$ cat src/hdl/swsum_pkg.sv
// ============================================================================
// swsum_pkg
// Shared types and constants for the sorted weighted sum block.
// ============================================================================
package swsum_pkg;

    localparam int VALUE_W = 32;
    localparam int RANK_W  = 6;
    localparam int TOTAL_W = 64;
    localparam int PROD_W  = 2 * VALUE_W;

    typedef struct packed {
        logic signed [VALUE_W-1:0] perf_value;
        logic signed [VALUE_W-1:0] rank_weight;
        logic                      last_item;
    } t_in_beat;

    typedef struct packed {
        logic signed [VALUE_W-1:0] sorted_value;
        logic        [RANK_W-1:0]  rank_index;
        logic signed [TOTAL_W-1:0] weighted_total;
        logic                      overflowed;
        logic                      last_result;
    } t_out_beat;

    typedef struct packed {
        logic clear;
        logic load;
        logic accumulate;
    } t_mac_ctrl;

    typedef enum logic [2:0] {
        S_IDLE,
        S_INS_RD,
        S_INS_CMP,
        S_OUT_RD,
        S_OUT_MUL,
        S_OUT_ACC,
        S_OUT_EMIT
    } t_state;

endpackage

$ cat src/hdl/swsum_if.sv
// ============================================================================
// swsum_if
// Valid/ready channels for input and result beats.
// ============================================================================
interface swsum_in_if import swsum_pkg::*; ();
    logic     valid;
    logic     ready;
    t_in_beat data;

    modport source (output valid, output data, input ready);
    modport sink   (input valid, input data, output ready);
endinterface

interface swsum_out_if import swsum_pkg::*; ();
    logic      valid;
    logic      ready;
    t_out_beat data;

    modport source (output valid, output data, input ready);
    modport sink   (input valid, input data, output ready);
endinterface

$ cat src/hdl/swsum_ram.sv
// ============================================================================
// swsum_ram
// Generic simple dual-port RAM, one write and one registered read port.
// ============================================================================
module swsum_ram #(
    parameter int WIDTH  = 32,
    parameter int DEPTH  = 16,
    parameter int ADDR_W = (DEPTH > 1) ? $clog2(DEPTH) : 1
) (
    input  logic              i_clk,
    input  logic              i_we,
    input  logic [ADDR_W-1:0] i_waddr,
    input  logic [WIDTH-1:0]  i_wdata,
    input  logic              i_re,
    input  logic [ADDR_W-1:0] i_raddr,
    output logic [WIDTH-1:0]  o_rdata
);

    logic [WIDTH-1:0] r_mem [DEPTH];
    logic [WIDTH-1:0] r_rdata;

    always_ff @(posedge i_clk) begin
        if (i_we) begin
            r_mem[i_waddr] <= i_wdata;
        end
        if (i_re) begin
            r_rdata <= r_mem[i_raddr];
        end
    end

    assign o_rdata = r_rdata;

endmodule

$ cat src/hdl/swsum_mac.sv
// ============================================================================
// swsum_mac
// Registered multiply, wide accumulate and saturation to signed Q32.32.
// ============================================================================
module swsum_mac import swsum_pkg::*; #(
    parameter int ACC_W = 68
) (
    input  logic                      i_clk,
    input  t_mac_ctrl                 i_ctrl,
    input  logic signed [VALUE_W-1:0] i_value,
    input  logic signed [VALUE_W-1:0] i_weight,
    output logic signed [TOTAL_W-1:0] o_total
);

    logic signed [PROD_W-1:0]  r_prod;
    logic signed [PROD_W-1:0]  n_prod;
    logic signed [ACC_W-1:0]   r_acc;
    logic [ACC_W-TOTAL_W:0]    acc_top;

    assign n_prod = i_value * i_weight;

    always_ff @(posedge i_clk) begin
        if (i_ctrl.load) begin
            r_prod <= n_prod;
        end
        if (i_ctrl.clear) begin
            r_acc <= '0;
        end else if (i_ctrl.accumulate) begin
            r_acc <= r_acc + ACC_W'(r_prod);
        end
    end

    assign acc_top = r_acc[ACC_W-1:TOTAL_W-1];

    always_comb begin
        priority if ((&acc_top) || !(|acc_top)) begin
            o_total = r_acc[TOTAL_W-1:0];
        end else if (acc_top[ACC_W-TOTAL_W]) begin
            o_total = {1'b1, {(TOTAL_W-1){1'b0}}};
        end else begin
            o_total = {1'b0, {(TOTAL_W-1){1'b1}}};
        end
    end

endmodule

$ cat src/hdl/sorted_weighted_sum_top.sv
// Load: one beat accepted per visit to idle; the value is then placed by insertion
//   into the sorted value RAM, with a read and a compare-write per shifted entry.
// Output: each result passes RAM read, multiply, accumulate and emit; emit waits
//   while the output is held. The value and weight RAMs share read address and enable.
// Reset: clears state, item count, drop flag and output valid; the RAMs keep
//   their contents and are only read where written in the current set.
// ============================================================================
// sorted_weighted_sum_top
// Ordered weighted sum: sorted insertion into RAM, then MAC pass.
// ============================================================================
module sorted_weighted_sum_top import swsum_pkg::*; #(
    parameter int MAX_ITEMS = 16
) (
    input  logic          i_clk,
    input  logic          i_rst_n,
    swsum_in_if.sink      i_in,
    swsum_out_if.source   o_out
);

    localparam int AW    = (MAX_ITEMS > 1) ? $clog2(MAX_ITEMS) : 1;
    localparam int CW    = $clog2(MAX_ITEMS + 1);
    localparam int ACC_W = TOTAL_W + $clog2(MAX_ITEMS);

    t_state r_state, n_state;

    logic [CW-1:0]              r_count;
    logic                       r_drop;
    logic                       r_last;
    logic signed [VALUE_W-1:0]  r_key;
    logic [AW-1:0]              r_j;
    logic [AW-1:0]              r_k;
    logic                       r_out_valid;
    t_out_beat                  r_out;

    logic                 accept;
    logic                 has_room;
    logic                 out_free;
    logic                 is_last;
    logic                 key_less;

    logic                 val_we, val_re;
    logic [AW-1:0]        val_waddr, rd_addr;
    logic [VALUE_W-1:0]   val_wdata, val_rdata;
    logic                 wgt_we;
    logic [VALUE_W-1:0]   wgt_rdata;
    t_mac_ctrl            mac_ctrl;
    logic signed [TOTAL_W-1:0] total;

    assign accept   = i_in.valid && i_in.ready;
    assign has_room = r_count < CW'(MAX_ITEMS);
    assign out_free = !r_out_valid || o_out.ready;
    assign is_last  = (CW'(r_k) + CW'(1)) == r_count;
    assign key_less = $signed(val_rdata) > r_key;

    swsum_ram #(.WIDTH(VALUE_W), .DEPTH(MAX_ITEMS), .ADDR_W(AW)) u_value_ram (
        .i_clk   (i_clk),
        .i_we    (val_we),
        .i_waddr (val_waddr),
        .i_wdata (val_wdata),
        .i_re    (val_re),
        .i_raddr (rd_addr),
        .o_rdata (val_rdata)
    );

    swsum_ram #(.WIDTH(VALUE_W), .DEPTH(MAX_ITEMS), .ADDR_W(AW)) u_weight_ram (
        .i_clk   (i_clk),
        .i_we    (wgt_we),
        .i_waddr (AW'(r_count)),
        .i_wdata (i_in.data.rank_weight),
        .i_re    (val_re),
        .i_raddr (rd_addr),
        .o_rdata (wgt_rdata)
    );

    swsum_mac #(.ACC_W(ACC_W)) u_mac (
        .i_clk    (i_clk),
        .i_ctrl   (mac_ctrl),
        .i_value  ($signed(val_rdata)),
        .i_weight ($signed(wgt_rdata)),
        .o_total  (total)
    );

    // next state
    always_comb begin
        n_state = r_state;
        unique case (r_state)
            S_IDLE: begin
                if (accept) begin
                    if (has_room) begin
                        n_state = S_INS_RD;
                    end else if (i_in.data.last_item) begin
                        n_state = S_OUT_RD;
                    end
                end
            end
            S_INS_RD: begin
                if (r_j != '0) begin
                    n_state = S_INS_CMP;
                end else begin
                    n_state = r_last ? S_OUT_RD : S_IDLE;
                end
            end
            S_INS_CMP: begin
                if (key_less) begin
                    n_state = S_INS_RD;
                end else begin
                    n_state = r_last ? S_OUT_RD : S_IDLE;
                end
            end
            S_OUT_RD:  n_state = S_OUT_MUL;
            S_OUT_MUL: n_state = S_OUT_ACC;
            S_OUT_ACC: n_state = S_OUT_EMIT;
            S_OUT_EMIT: begin
                if (out_free) begin
                    n_state = is_last ? S_IDLE : S_OUT_RD;
                end
            end
            default: n_state = S_IDLE;
        endcase
    end

    // outputs
    always_comb begin
        i_in.ready = 1'b0;
        val_we     = 1'b0;
        val_waddr  = r_j;
        val_wdata  = r_key;
        val_re     = 1'b0;
        rd_addr    = r_k;
        wgt_we     = 1'b0;
        mac_ctrl   = '0;
        unique case (r_state)
            S_IDLE: begin
                i_in.ready = 1'b1;
                wgt_we     = i_in.valid && has_room;
            end
            S_INS_RD: begin
                if (r_j != '0) begin
                    val_re  = 1'b1;
                    rd_addr = r_j - AW'(1);
                end else begin
                    val_we  = 1'b1;
                end
            end
            S_INS_CMP: begin
                val_we = 1'b1;
                if (key_less) begin
                    val_wdata = val_rdata;
                end
            end
            S_OUT_RD: begin
                val_re         = 1'b1;
                mac_ctrl.clear = (r_k == '0);
            end
            S_OUT_MUL:  mac_ctrl.load       = 1'b1;
            S_OUT_ACC:  mac_ctrl.accumulate = 1'b1;
            S_OUT_EMIT: ;
            default: ;
        endcase
    end

    always_ff @(posedge i_clk) begin
        if (!i_rst_n) begin
            r_state     <= S_IDLE;
            r_count     <= '0;
            r_drop      <= 1'b0;
            r_out_valid <= 1'b0;
        end else begin
            r_state <= n_state;
            if (r_state == S_IDLE && accept) begin
                r_last <= i_in.data.last_item;
                r_k    <= '0;
                if (has_room) begin
                    r_key   <= i_in.data.perf_value;
                    r_j     <= AW'(r_count);
                    r_count <= r_count + CW'(1);
                end else begin
                    r_drop  <= 1'b1;
                end
            end
            if (r_state == S_INS_CMP && key_less) begin
                r_j <= r_j - AW'(1);
            end
            if (r_state == S_OUT_EMIT && out_free) begin
                r_out_valid               <= 1'b1;
                r_out.sorted_value        <= $signed(val_rdata);
                r_out.rank_index          <= RANK_W'(r_k);
                r_out.weighted_total      <= is_last ? total : '0;
                r_out.overflowed          <= r_drop;
                r_out.last_result         <= is_last;
                r_k                       <= r_k + AW'(1);
                if (is_last) begin
                    r_count <= '0;
                    r_drop  <= 1'b0;
                end
            end else if (o_out.ready) begin
                r_out_valid <= 1'b0;
            end
        end
    end

    assign o_out.valid = r_out_valid;
    assign o_out.data  = r_out;

endmodule
$ cat src/flat_wrapper.sv
// flat-port wrapper written by rule: the top's interface ports become plain ports
module sorted_weighted_sum_top_flat import swsum_pkg::*;
#(
    parameter int MAX_ITEMS = 16
)
  (i_clk, i_rst_n, i_in_valid, i_in_data, i_in_ready, o_out_valid, o_out_data, o_out_ready);
  swsum_in_if i_in_i ();
  swsum_out_if o_out_i ();
  input  logic i_clk;
  input  logic i_rst_n;
  input wire logic [$bits(i_in_i.valid)-1:0] i_in_valid;
  input wire logic [$bits(i_in_i.data)-1:0] i_in_data;
  output wire logic [$bits(i_in_i.ready)-1:0] i_in_ready;
  output wire logic [$bits(o_out_i.valid)-1:0] o_out_valid;
  output wire logic [$bits(o_out_i.data)-1:0] o_out_data;
  input wire logic [$bits(o_out_i.ready)-1:0] o_out_ready;
  assign i_in_i.valid = i_in_valid;
  assign i_in_i.data = i_in_data;
  assign i_in_ready = i_in_i.ready;
  assign o_out_valid = o_out_i.valid;
  assign o_out_data = o_out_i.data;
  assign o_out_i.ready = o_out_ready;
  sorted_weighted_sum_top #(.MAX_ITEMS(MAX_ITEMS)) u_core (.i_clk(i_clk), .i_rst_n(i_rst_n), .i_in(i_in_i), .o_out(o_out_i));
endmodule
$ cat config.mk
export PLATFORM = sky130hd
export DESIGN_NAME = sorted_weighted_sum_top_flat
export DESIGN_NICKNAME = d
export VERILOG_FILES = /design/src/hdl/swsum_pkg.sv /design/src/hdl/swsum_if.sv /design/src/hdl/swsum_ram.sv /design/src/hdl/swsum_mac.sv /design/src/hdl/sorted_weighted_sum_top.sv /design/src/flat_wrapper.sv
export SDC_FILE = /design/constraint.sdc
export NUM_CORES = 2
export LEC_CHECK = 0
export BUFFER_PORTS_ARGS = -buffer_cell sky130_fd_sc_hd__buf_2
export CAP_MARGIN = 20
export CORE_ASPECT_RATIO = 1.4
export CORE_MARGIN = 2
export CORE_UTILIZATION = 30
export CTS_CLUSTER_SIZE = 40
export DETAILED_ROUTE_END_ITERATION = 6
export GPL_ROUTABILITY_DRIVEN = 0
export PLACE_DENSITY = 0.42
export SYNTH_ARGS = -nofsm -noshare
export SYNTH_HDL_FRONTEND = slang
export SYNTH_HIERARCHICAL = 1
export SYNTH_SLANG_ARGS = --single-unit
$ cat constraint.sdc
create_clock -name i_clk -period 23.8 [get_ports i_clk]
set_clock_uncertainty 0.1 [all_clocks]
set_input_delay 1.19 -clock i_clk [delete_from_list [all_inputs] [get_ports i_clk]]
set_output_delay 1.19 -clock i_clk [all_outputs]
set_load 0.02 [all_outputs]
==> impl_metrics.toml <==
[critical_path]
regToRegEndpoint = "u_core/u_mac/r_prod[63]$_DFFE_PP_"
cp_top_family = "adder cells"
rrSetupSlack_ns = 14.53
critPathSlowestCell = "edfxtp_1"
end_kind = "register"
r2r.worst_path.cells = 23
cp-endpoint = "u_core/u_mac/r_prod[63]$_DFFE_PP_"
start_kind = "register"
reg2reg_from = "u_core/u_value_ram/o_rdata[15]$_DFFE_PP_"
worst-endpoint-required_ns = 24.23
path_common_cell = "fa_1"
worst-endpoint-arrival_ns = 9.70
path_depth = 23
cp_max_fo = 27
worst-setup-path-type = "reg2reg"
startpoint = "u_core/u_value_ram/o_rdata[15]$_DFFE_PP_"
cp_cell_sequence = "buf_4 > nand2_1 > fa_1 > fa_1 > inv_1 > fa_1 > fa_1 > fa_1 > fa_1 > fa_1 > fa_1 > ha_1 > a21oi_1 > o21ai_0 > a31oi_1 > o21ai_0 > nor3_1 > buf_4 > o31ai_2 > o41ai_2 > o21ai_2 > a221oi_1 > xnor2_1"
slowest_delay_ns = 0.76
path_buf_inv = 3

[hold_path]
hold_path.class = "reg2reg"

[clock_network]
holdBufCountCts = 0
cts.sink_count = 1373
tritoncts = "built"
cts-root-buf = "clkbuf_16"
cts_setup_buffers = 0
clk_latency_ns = 0.85
cts_buffers = 156
cts_resized = 0
htreeDepth = 4
clk_path_buf_depth = 4
cts.clk_slew.worst_paths_ns = 0.06

[grt]
grt_overflow = 0
grt_use_total = 0.1756
first_global_vias = 61150
antenna_found_initial = 21
grt_start_max_net_pins = 100
grt_pass1_wl_um = 408600

[synthesis]
yosys.area.top_type = "edfxtp_1"
synth.most_common_cell = "edfxtp_1"
synth_top_area_share = 0.4207
synth_commonest_cells = "edfxtp_1, fa_1, inv_1"
synth_area_leaders = "edfxtp_1, fa_1, mux4_2"
postSynthAreaPerCell_um2 = 13.13
syn_inst = 7037
ys_ff_latch = 1373
ys_warn_count = 6
async_flop_share = 0
netlist_area_um2 = 92430
synth_top_flop_cell = "edfxtp_1"
synthDistinctLibCells = 93
ys_seq_area_frac = 0.4376
synth_edf_count = 1295

[floorplanning]
placementRows = 241
die_h_um = 660.8
core_um2 = 307300
die_x_um = 473.1
pin_count = 175
die_area_um2 = 312600
start_util = 0.3008

[sta]
post-route-period-util = 0.3896
grt_setup_unrepaired = "false"
slew_headroom = 0.2916
period_minus_slack_ns = 9.273
hold_violations = 0
tightest_slew_ns = 1.063
tns_ns = 0
timing.fmax_mhz = 107.8
setup_violations = 0
drv_slew = 0
worst_hold_slack_ns = 0.3578

[cells_and_area]
multi_input_area_um2 = 46910
fin_nets = 8583
regArea_um2 = 40450
syn_to_final_growth_pct = 11.49
post-route-util = 0.3354
drive_gt1_frac = 0.1226
fillers = 30028

[route]
avgRoutedWirePerCell_um = 24.21
postRouteAntennaNets = 0
via_per_inst = 4.846
drt_iter0_drc = 3419
vias = 54649
drc_errors = 0
wirelength_um = 273000
dr.pass1.iters = 5

[placement]
port_buffers = 172
hpwl_um = 183100

[run_status]
status = "finished clean"

[run]
maxCapViolations = 0
-- sequential cells by signal (all words and copies together) (netlist names) --
signal / cells
u_core/r_drop: 1
u_core/r_last: 1
u_core/u_weight_ram/r_mem: 512
u_core/u_weight_ram/o_rdata: 32
u_core/r_k: 4
u_core/r_count: 5
u_core/r_j: 4
u_core/r_state: 3
u_core/u_mac/r_prod: 64
u_core/r_key: 32
u_core/u_mac/r_acc: 68
u_core/u_value_ram/r_mem: 512
u_core/u_value_ram/o_rdata: 32
u_core/o_out.data: 102
u_core/o_out.valid: 1
-- per-layer routing --
layer  vias to the layer above  wire (µm)  track usage
li1                      23935          -            -
met1                     29194     115400       0.2238
met2                      1178     141300       0.3181
met3                       336      10910      0.02163
met4                         6       5409      0.03576
met5                         -         44            0
-- per-stage QoR --
stage                     cells  setup slack [ns]  instance area (µm²)
after floorplan            7038             15.77                92430
after global placement    10994             14.59                98200
after detailed placement  10995             14.57                98210
after CTS                 11263             14.50               103000
after global routing      11268             14.19               103000
final                     11276             14.53               103100
-- layout by cell type, fill, tap and decap left out, types with 17 or more instances in the layout --
master     instances
o21ai_0           79
o21bai_1          26
xor2_1            42
clkbuf_16        158
mux2_4            20
inv_1           1041
a21oi_1          156
and2_1           596
fa_1            1083
xnor2_1           94
a211oi_1          19
ha_1             287
dfxtp_1           78
nor2_4            30
nor2_1           174
nor2b_1           18
clkinv_1          23
and3_1            20
edfxtp_1        1295
buf_2            172
o211ai_1          17
a31oi_1           21
a22oi_1          130
clkinv_2          24
nor3_1            20
nand2b_1          28
nand3_1           49
buf_4            137
mux4_2           256
clkbuf_1          31
nand2_1          654
mux2i_1           47
a21o_1           141
nand4_1           31
-- cell type report --
class | count | share of cell area
multi-input cells | 4261 | 0.4552
well taps | 4009 | 0.04867
flip-flops and latches | 1373 | 0.3925
clock inverters | 74 | 0.006556
clock buffers | 194 | 0.04016
repair buffers | 311 | 0.01864
diodes | 13 | 0.0003157
inverters | 1041 | 0.03792
-- worst min path at each step --
stage	cells past startpoint	slack, ns	start	endpoint
finish	0	0.36	u_core/r_drop$_SDFF_PN0_	u_core/o_out.data[1]$_DFFE_PP_
global placement	0	0.35	u_core/r_drop$_SDFF_PN0_	u_core/o_out.data[1]$_DFFE_PP_
CTS	1	0.34	i_in_data[48]	u_core/r_key[15]$_DFFE_PP_
floorplan	0	0.31	u_core/r_drop$_SDFF_PN0_	u_core/o_out.data[1]$_DFFE_PP_
global route	1	0.36	i_in_data[48]	u_core/r_key[15]$_DFFE_PP_
detailed placement	0	0.33	u_core/r_drop$_SDFF_PN0_	u_core/o_out.data[1]$_DFFE_PP_
-- kinds of logic after synthesis --
family / count (synthesis) / share of synthesized area
adder cells (fa/ha/maj): 1370 / 0.2734
AND/OR/NAND/NOR: 1691 / 0.09120
other: 1 / 0.00004057
buffers and inverters: 1404 / 0.05882
flip-flops: 1373 / 0.4376
multiplexers: 340 / 0.07277
XOR/XNOR: 136 / 0.01289
AO/OA/AOI/OAI: 722 / 0.05325
Power is left out: the tool's default activity adds up to more than one toggle a clock period on the data nets, which glitch-free logic cannot reach.
